[config.mk]
export PLATFORM = sky130hd
export DESIGN_NAME = huf_ctrl
export DESIGN_NICKNAME = d
export VERILOG_FILES = /design/src/rtl/huf_pkg.sv /design/src/rtl/huf_ctrl.sv
export SDC_FILE = /design/constraint.sdc
export NUM_CORES = 1
export LEC_CHECK = 0
export BUFFER_PORTS_ARGS = -buffer_cell sky130_fd_sc_hd__buf_2
export CAP_MARGIN = 20
export CORE_MARGIN = 10
export CORE_UTILIZATION = 38
export DETAILED_ROUTE_END_ITERATION = 10
export HOLD_SLACK_MARGIN = 0.02
export PLACE_DENSITY = 0.68
export REMOVE_ABC_BUFFERS = 1
export SYNTH_ARGS = -nofsm -noshare
export SYNTH_HDL_FRONTEND = slang
export SYNTH_SLANG_ARGS = --single-unit
[constraint.sdc]
create_clock -name clk -period 2.2 [get_ports clk]
set_input_delay 0.11 -clock clk [delete_from_list [all_inputs] [get_ports clk]]
set_output_delay 0.11 -clock clk [all_outputs]
set_load 0.05 [all_outputs]
[src/rtl/huf_pkg.sv]
`timescale 1ns / 1ps
`default_nettype none
// ---------------------------------------------------------------------------
// huf_pkg: shared types and constants of the Huffman codec
// Field widths, memory entry layouts and the controller-to-datapath command set.
// ---------------------------------------------------------------------------
package huf_pkg;

    localparam int AlphabetSize = 128;
    localparam int NodeDepth    = 256;
    localparam int HeapDepth    = AlphabetSize + 2;
    localparam int MaxTotal     = 1023;
    localparam int MaxCodeBits  = 16;

    localparam int SymW  = 7;
    localparam int NodeW = 8;
    localparam int HeapW = 8;
    localparam int FreqW = 10;
    localparam int CodeW = 16;
    localparam int LenW  = 5;

    typedef enum logic [1:0] {
        ACT_COUNT  = 2'd0,
        ACT_BUILD  = 2'd1,
        ACT_ENCODE = 2'd2,
        ACT_DECODE = 2'd3
    } action_t;

    typedef struct packed {
        logic [FreqW-1:0] freq;
        logic [NodeW-1:0] node;
    } heap_ent_t;

    typedef struct packed {
        logic             leaf;
        logic [SymW-1:0]  sym;
        logic [NodeW-1:0] left;
        logic [NodeW-1:0] right;
    } node_t;

    typedef struct packed {
        logic [CodeW-1:0] code;
        logic [LenW-1:0]  len;
    } code_ent_t;

    typedef enum logic [5:0] {
        OP_NONE,
        OP_CLR,
        OP_LATCH,
        OP_CNT_RD,
        OP_CNT_WR,
        OP_ENC_RD,
        OP_ENC_RES,
        OP_DEC_RD,
        OP_DEC_STEP,
        OP_DEC_LEAF,
        OP_DEC_ERR,
        OP_B_INIT,
        OP_L_RD,
        OP_L_CHK,
        OP_P_START,
        OP_P_TEST,
        OP_P_CMP,
        OP_T_RD1,
        OP_T_TOP,
        OP_T_TEST,
        OP_T_L,
        OP_T_R,
        OP_T_LAST,
        OP_M_NEW,
        OP_R_RD,
        OP_R_GET,
        OP_A_RD,
        OP_A_DO,
        OP_A_DO2,
        OP_A_NEXT,
        OP_B_FAIL,
        OP_B_OK,
        OP_EMIT
    } dp_op_t;

    typedef struct packed {
        dp_op_t op;
        logic   sel;     // take result goes to second operand
    } cmd_t;

    typedef struct packed {
        action_t act;
        logic    sym_zero;
        logic    tree_ready;
        logic    s_end;
        logic    hist_nz;
        logic    distinct_zero;
        logic    hend_gt2;
        logic    has_l;
        logic    has_r;
        logic    put_top;
        logic    put_stop;
        logic    rd_leaf;
        logic    k_zero;
        logic    out_free;
    } status_t;

endpackage
`default_nettype wire

[src/rtl/huf_ctrl.sv]
`timescale 1ns / 1ps
`default_nettype none
// ---------------------------------------------------------------------------
// huf_ctrl: Huffman codec controller
// Sequences count, encode, decode and the multi-cycle tree build.
// ---------------------------------------------------------------------------
module huf_ctrl (
    input  wire logic              clk,
    input  wire logic              rst_n,
    input  wire logic              in_valid,
    output logic                   in_ready,
    input  wire huf_pkg::status_t  status,
    output huf_pkg::cmd_t          cmd
);

    typedef enum logic [5:0] {
        S_CLR, S_IDLE, S_DISPATCH,
        S_CNT_RD, S_CNT_WR, S_ENC_RD, S_ENC_RES,
        S_DEC_RD, S_DEC_STEP, S_DEC_LEAF, S_DEC_ERR,
        S_B_INIT, S_L_RD, S_L_CHK, S_L_NEXT, S_L_END,
        S_P_START, S_P_TEST, S_P_CMP,
        S_M_CHECK, S_T_RD1, S_T_TOP, S_T_TEST, S_T_L, S_T_R, S_T_LAST, S_M_NEW,
        S_R_RD, S_R_GET, S_A_RD, S_A_DO, S_A_DO2, S_A_NEXT,
        S_B_FAIL, S_B_OK, S_EMIT
    } state_t;

    state_t state_reg, state_next;
    logic   leaf_phase_reg, leaf_phase_next;
    logic   take_b_reg, take_b_next;
    state_t put_ret;

    assign put_ret = leaf_phase_reg ? S_L_NEXT : S_M_CHECK;

    always_comb
    begin
        state_next      = state_reg;
        leaf_phase_next = leaf_phase_reg;
        take_b_next     = take_b_reg;
        cmd.op          = huf_pkg::OP_NONE;
        cmd.sel         = take_b_reg;
        case (state_reg)
            S_CLR:
            begin
                if (status.s_end)
                begin
                    state_next = S_IDLE;
                end
                else
                begin
                    cmd.op = huf_pkg::OP_CLR;
                end
            end
            S_IDLE:
            begin
                if (in_valid)
                begin
                    cmd.op     = huf_pkg::OP_LATCH;
                    state_next = S_DISPATCH;
                end
            end
            S_DISPATCH:
            begin
                case (status.act)
                    huf_pkg::ACT_COUNT:  state_next = status.sym_zero ? S_IDLE : S_CNT_RD;
                    huf_pkg::ACT_BUILD:  state_next = S_B_INIT;
                    huf_pkg::ACT_ENCODE: state_next = status.sym_zero ? S_IDLE : S_ENC_RD;
                    default:             state_next = status.tree_ready ? S_DEC_RD : S_DEC_ERR;
                endcase
            end
            S_CNT_RD:
            begin
                cmd.op     = huf_pkg::OP_CNT_RD;
                state_next = S_CNT_WR;
            end
            S_CNT_WR:
            begin
                cmd.op     = huf_pkg::OP_CNT_WR;
                state_next = S_EMIT;
            end
            S_ENC_RD:
            begin
                cmd.op     = huf_pkg::OP_ENC_RD;
                state_next = S_ENC_RES;
            end
            S_ENC_RES:
            begin
                cmd.op     = huf_pkg::OP_ENC_RES;
                state_next = S_EMIT;
            end
            S_DEC_RD:
            begin
                cmd.op     = huf_pkg::OP_DEC_RD;
                state_next = S_DEC_STEP;
            end
            S_DEC_STEP:
            begin
                cmd.op     = huf_pkg::OP_DEC_STEP;
                state_next = status.rd_leaf ? S_EMIT : S_DEC_LEAF;
            end
            S_DEC_LEAF:
            begin
                cmd.op     = huf_pkg::OP_DEC_LEAF;
                state_next = status.rd_leaf ? S_EMIT : S_IDLE;
            end
            S_DEC_ERR:
            begin
                cmd.op     = huf_pkg::OP_DEC_ERR;
                state_next = S_EMIT;
            end
            S_B_INIT:
            begin
                cmd.op          = huf_pkg::OP_B_INIT;
                leaf_phase_next = 1'b1;
                state_next      = S_L_RD;
            end
            S_L_RD:
            begin
                cmd.op     = huf_pkg::OP_L_RD;
                state_next = S_L_CHK;
            end
            S_L_CHK:
            begin
                cmd.op     = huf_pkg::OP_L_CHK;
                state_next = status.hist_nz ? S_P_START : S_L_NEXT;
            end
            S_L_NEXT:   state_next = status.s_end ? S_L_END : S_L_RD;
            S_L_END:
            begin
                leaf_phase_next = 1'b0;
                take_b_next     = 1'b0;
                state_next      = status.distinct_zero ? S_B_FAIL : S_M_CHECK;
            end
            S_P_START:
            begin
                cmd.op     = huf_pkg::OP_P_START;
                state_next = S_P_TEST;
            end
            S_P_TEST:
            begin
                cmd.op     = huf_pkg::OP_P_TEST;
                state_next = status.put_top ? put_ret : S_P_CMP;
            end
            S_P_CMP:
            begin
                cmd.op     = huf_pkg::OP_P_CMP;
                state_next = status.put_stop ? put_ret : S_P_TEST;
            end
            S_M_CHECK:  state_next = status.hend_gt2 ? S_T_RD1 : S_R_RD;
            S_T_RD1:
            begin
                cmd.op     = huf_pkg::OP_T_RD1;
                state_next = S_T_TOP;
            end
            S_T_TOP:
            begin
                cmd.op     = huf_pkg::OP_T_TOP;
                state_next = S_T_TEST;
            end
            S_T_TEST:
            begin
                cmd.op     = huf_pkg::OP_T_TEST;
                state_next = status.has_l ? S_T_L : S_T_LAST;
            end
            S_T_L:
            begin
                cmd.op     = huf_pkg::OP_T_L;
                state_next = status.has_r ? S_T_R : S_T_TEST;
            end
            S_T_R:
            begin
                cmd.op     = huf_pkg::OP_T_R;
                state_next = S_T_TEST;
            end
            S_T_LAST:
            begin
                cmd.op      = huf_pkg::OP_T_LAST;
                take_b_next = !take_b_reg;
                state_next  = take_b_reg ? S_M_NEW : S_T_RD1;
            end
            S_M_NEW:
            begin
                cmd.op     = huf_pkg::OP_M_NEW;
                state_next = S_P_START;
            end
            S_R_RD:
            begin
                cmd.op     = huf_pkg::OP_R_RD;
                state_next = S_R_GET;
            end
            S_R_GET:
            begin
                cmd.op     = huf_pkg::OP_R_GET;
                state_next = S_A_RD;
            end
            S_A_RD:
            begin
                cmd.op     = huf_pkg::OP_A_RD;
                state_next = S_A_DO;
            end
            S_A_DO:
            begin
                cmd.op     = huf_pkg::OP_A_DO;
                state_next = status.rd_leaf ? S_A_NEXT : S_A_DO2;
            end
            S_A_DO2:
            begin
                cmd.op     = huf_pkg::OP_A_DO2;
                state_next = S_A_NEXT;
            end
            S_A_NEXT:
            begin
                if (status.k_zero)
                begin
                    state_next = S_B_OK;
                end
                else
                begin
                    cmd.op     = huf_pkg::OP_A_NEXT;
                    state_next = S_A_RD;
                end
            end
            S_B_FAIL:
            begin
                cmd.op     = huf_pkg::OP_B_FAIL;
                state_next = S_EMIT;
            end
            S_B_OK:
            begin
                cmd.op     = huf_pkg::OP_B_OK;
                state_next = S_EMIT;
            end
            S_EMIT:
            begin
                if (status.out_free)
                begin
                    cmd.op     = huf_pkg::OP_EMIT;
                    state_next = S_IDLE;
                end
            end
            default:    state_next = S_IDLE;
        endcase
    end

    always_ff @(posedge clk or negedge rst_n)
    begin
        if (!rst_n)
        begin
            state_reg      <= S_CLR;
            leaf_phase_reg <= 1'b0;
            take_b_reg     <= 1'b0;
        end
        else
        begin
            state_reg      <= state_next;
            leaf_phase_reg <= leaf_phase_next;
            take_b_reg     <= take_b_next;
        end
    end

    assign in_ready = (state_reg == S_IDLE);

endmodule
`default_nettype wire

Word-level counts from Yosys, hierarchy flattened
Cells that the tools add are included.
Widths: inputs -> output; s select.
Operators by class
  equal/unequal tests: 40
  reduce and logical (&&, ||, !) cells: 8
  muxes and demuxes: 29
Operator list (number)
  $pmux 6 s32: 1
  $pmux 6 s31: 1
  $eq 6x5->1 const B: 16
  $mux 6: 9
  $eq 6x4->1 const B: 8
  $mux 5: 5
  $eq 6x3->1 const B: 4
  $eq 6x6->1 const B: 4
  $mux 4: 5
  $eq 6x2->1 const B: 2
  $pmux 4 s3: 1
  $eq 6x1->1 const B: 1
  $logic_not 6->1: 1
  $mux 2: 3
  $ne 2x2->1 const B: 3
  $reduce_or 5->1: 1
  $pmux 1 s2: 2
  $reduce_bool 2->1: 2
  $mux 3: 1
  $reduce_and 3->1: 1
  $eq 2x1->1 const B: 1
  $eq 2x2->1 const B: 1
  $logic_not 2->1: 1
  $reduce_or 2->1: 1
  other kinds (2): 2
Storage, ports and cells
  bits in registers: 8
  input bits: 18
  logic and storage cells: 80
  output and inout port bits: 8

Depth between registers and ports, before layout
  word-level depth: 3
  mapped depth: 7
  gate-level depth less buffers: 5

Least setup slack after synthesis
Ideal clock, no wire load.
  path kind: register to output
  from: register state_reg[2]
  to: output port cmd[5] (netlist bit)
  cell stages (with the launch flop): 4
  data arrival time: 2.763 ns
  required time: 2.090 ns
  path buffers: 0
  setup slack: -0.673 ns
  cell sequence: dfrtp_1 nor3_1 nand2_1 o311ai_0
RTL lines
  start, declared: line huf_ctrl.sv:27  | state_t state_reg, state_next;
  start signal, assigned: line huf_ctrl.sv:254  | state_reg <= state_next;
  end, declared: line huf_ctrl.sv:13  | output huf_pkg::cmd_t cmd

==> flow_summary.json <==
{
  "synth_edf_count": 0,
  "yosysTopAreaCell": "dfrtp_1",
  "worstReg2RegEnd": "state_reg[1]",
  "cts_tree": "built",
  "antenna_left": 0,
  "synthFlopType": "dfrtp_1",
  "power_leakage_nw": 0.684,
  "cp_data_arrival_time_ns": 2.06,
  "cts_buffers": 3,
  "diodes": 0,
  "outcome": "finished, final reports clean",
  "track_usage_pct": 15.7,
  "fmax_mhz": 461,
  "yosys.area.top_type_share_pct": 14.9,
  "worstMarginPinSlew_ns": 0.458,
  "hold_viol": 0,
  "synth_area_leaders": "dfrtp_1 15%, nand2_1 6.7%, o21ai_0 6.3%",
  "r2r_cells": 6,
  "crit_fanout": 12,
  "pre_cts_ws_ns": 0.199,
  "drive_above_1_share_pct": 27.0,
  "grt_max_degree": 19,
  "tns_ns": 0,
  "clkTransAtPathRegs_ns": 0.06,
  "io_pins": 26,
  "finClkSkew_ns": 0.00307,
  "dp_hpwl_mm": 3.71,
  "synth_most_common_cell": "nand2_1",
  "grt_pass1_vias": 1703,
  "rsz0062_at_grt": "true",
  "coreArea_um2": 3390,
  "min_path_cells": 3,
  "antenna_found_initial": 0,
  "drc": 0,
  "io_buffers": 25,
  "yosysWarnings": 0,
  "num_vias": 1849,
  "chipWidth_um": 79.6,
  "synth_seq_cells": 8,
  "area_delta_synth_final_pct": 24.1,
  "hp-start": "status[14]",
  "rows": 21,
  "cts_max_level": 1,
  "design.die.area_um2": 6330,
  "grt_overflow": 0,
  "fin_crit_sh_pct": 98.5,
  "clk_latency_ns": 0.27,
  "syn_inst": 206,
  "die_y_um": 79.6,
  "async_flop_share_pct": 100,
  "setup_viol": 0,
  "crit_type": "reg2out",
  "required_ns": 2.09,
  "initialDrtViolationCount": 412,
  "setup_ws_ns": 0.0328,
  "placed_area_um2": 1580,
  "gp_congestion": 0.975,
  "maxSlewViolCount": 0,
  "fin_nets": 257,
  "initial_core_util_pct": 39.8,
  "cp-end-kind": "output pin",
  "rrSetupSlack_ns": 0.23,
  "crit-reg2reg-launch": "state_reg[5]",
  "syn_area_um2": 1350,
  "instances_no_fill": 283,
  "p_per_area_nw_per_um2": 1750,
  "slew_headroom_pct": 69.1,
  "viasPerCell": 6.53,
  "fin_area_um2": 1670,
  "cp-start-kind": "flip-flop",
  "finalWirelength_mm": 5.09,
  "hold_path_end": "state_reg[2]",
  "clockBufferDepth": 2,
  "wl_per_cell_um": 18.0,
  "startpoint": "state_reg[2]",
  "finalCriticalPeriod_ns": 2.17,
  "grt_pass1_wl_mm": 8.25,
  "cap_violations": 0,
  "synth_common_cells": "24 x nand2_1, 17 x o21ai_0, 16 x nor2_1, 14 x buf_2, 13 x nor3_1",
  "avgSynthCellArea_um2": 6.54,
  "vdd_drop_max_mv": 1.13,
  "placed_cells": 277,
  "cts.sink_count": 8,
  "ctsRootBufferMaster": "clkbuf_4",
  "largest_reg_flops": 6,
  "ys_seq_area_share_pct": 14.9,
  "synth_cell_types": 58,
  "hp-class": "in2reg",
  "dr.pass1.iters": 6
}
power breakdown:
part	total [mW]	leakage (nW)	switching, mW	internal [mW]
Clock	0.127	0.0138	0.0635	0.0633
Combinational	2.43	0.572	1.51	0.912
Sequential	0.370	0.0987	0.147	0.222
Total	2.92	0.684	1.72	1.20
how the worst max path moves through the flow:
stage | end | slack [ns] | cells after the start
final | cmd[1] | 0.03 | 6
after global routing | cmd[3] | -0.02 | 6
after CTS | cmd[1] | -0.02 | 6
after detailed placement | cmd[1] | 0.20 | 6
after global placement | cmd[1] | 0.21 | 5
after floorplan | cmd[5] | -1.0 | 3
kinds of logic after synthesis:
family / share of synthesized area (%)
flip-flops: 14.9
AND/OR/NAND/NOR: 38.1
XOR/XNOR: 0.650
multiplexers: 1.49
AO/OA/AOI/OAI: 36.4
buffers and inverters: 8.54
timing repair:
| item | 4_1_cts | 5_1_grt |
|---|---|---|
| buffers inserted | 1 | 1 |
| endpoints found under the hold margin | 8 | 0 |
| hold buffers | 1 | 0 |
| pin swaps | 0 | 2 |
| setup endpoints to repair | 3 | 6 |
| resized for setup | 5 | 12 |
critical path: stages (launching register included):
cell     delay, ns
dfrtp_1       0.45
buf_6         0.18
or2_4         0.30
nand2_1       0.07
a21oi_1       0.07
or4_4         0.55
buf_8         0.17
stage by stage:
stage | hold slack (ns) | total power, mW | utilization [%]
finish | 0.204 | 2.92 | 49.4
global route | 0.195 | 3.12 | 49.4
CTS | 0.182 | 2.77 | 48.3
detailed placement | -0.0286 | 2.56 | 46.6
global placement | -0.0246 | 2.58 | 46.6
floorplan | -0.186 | 1.84 | -
cell type report:
| cell class | count | area, µm² |
|---|---|---|
| Sequential cell | 8 | 205 |
| Fill cell | 335 | 1720 |
| Clock buffer | 3 | 22.5 |
| Inverter | 6 | 22.5 |
| Timing Repair Buffer | 47 | 309 |
| Multi-Input combinational cell | 173 | 1060 |
| Tap cell | 46 | 57.6 |
layer usage:
metal,wire length (µm),track usage (%),up-vias
li1,-,-,837
met1,2010,20.0,844
met2,2220,23.8,132
met3,587,3.49,36
met4,277,8.42,0
met5,0,0,-
cells in the final DEF (no fill, tap or decap), types with 3 or more instances in the layout:
| cell type | instances |
|---|---|
| nand2_1 | 23 |
| o22ai_1 | 3 |
| nor2b_1 | 12 |
| nand3_1 | 8 |
| a22oi_1 | 4 |
| clkbuf_4 | 4 |
| a21oi_1 | 8 |
| a31oi_1 | 6 |
| o32ai_1 | 3 |
| dfrtp_1 | 4 |
| nor3_1 | 12 |
| buf_4 | 20 |
| o21ai_0 | 17 |
| inv_1 | 6 |
| nand2b_1 | 4 |
| buf_2 | 23 |
| dfrtp_2 | 4 |
| nor2_1 | 15 |
Power figures use the tool's default switching activity.
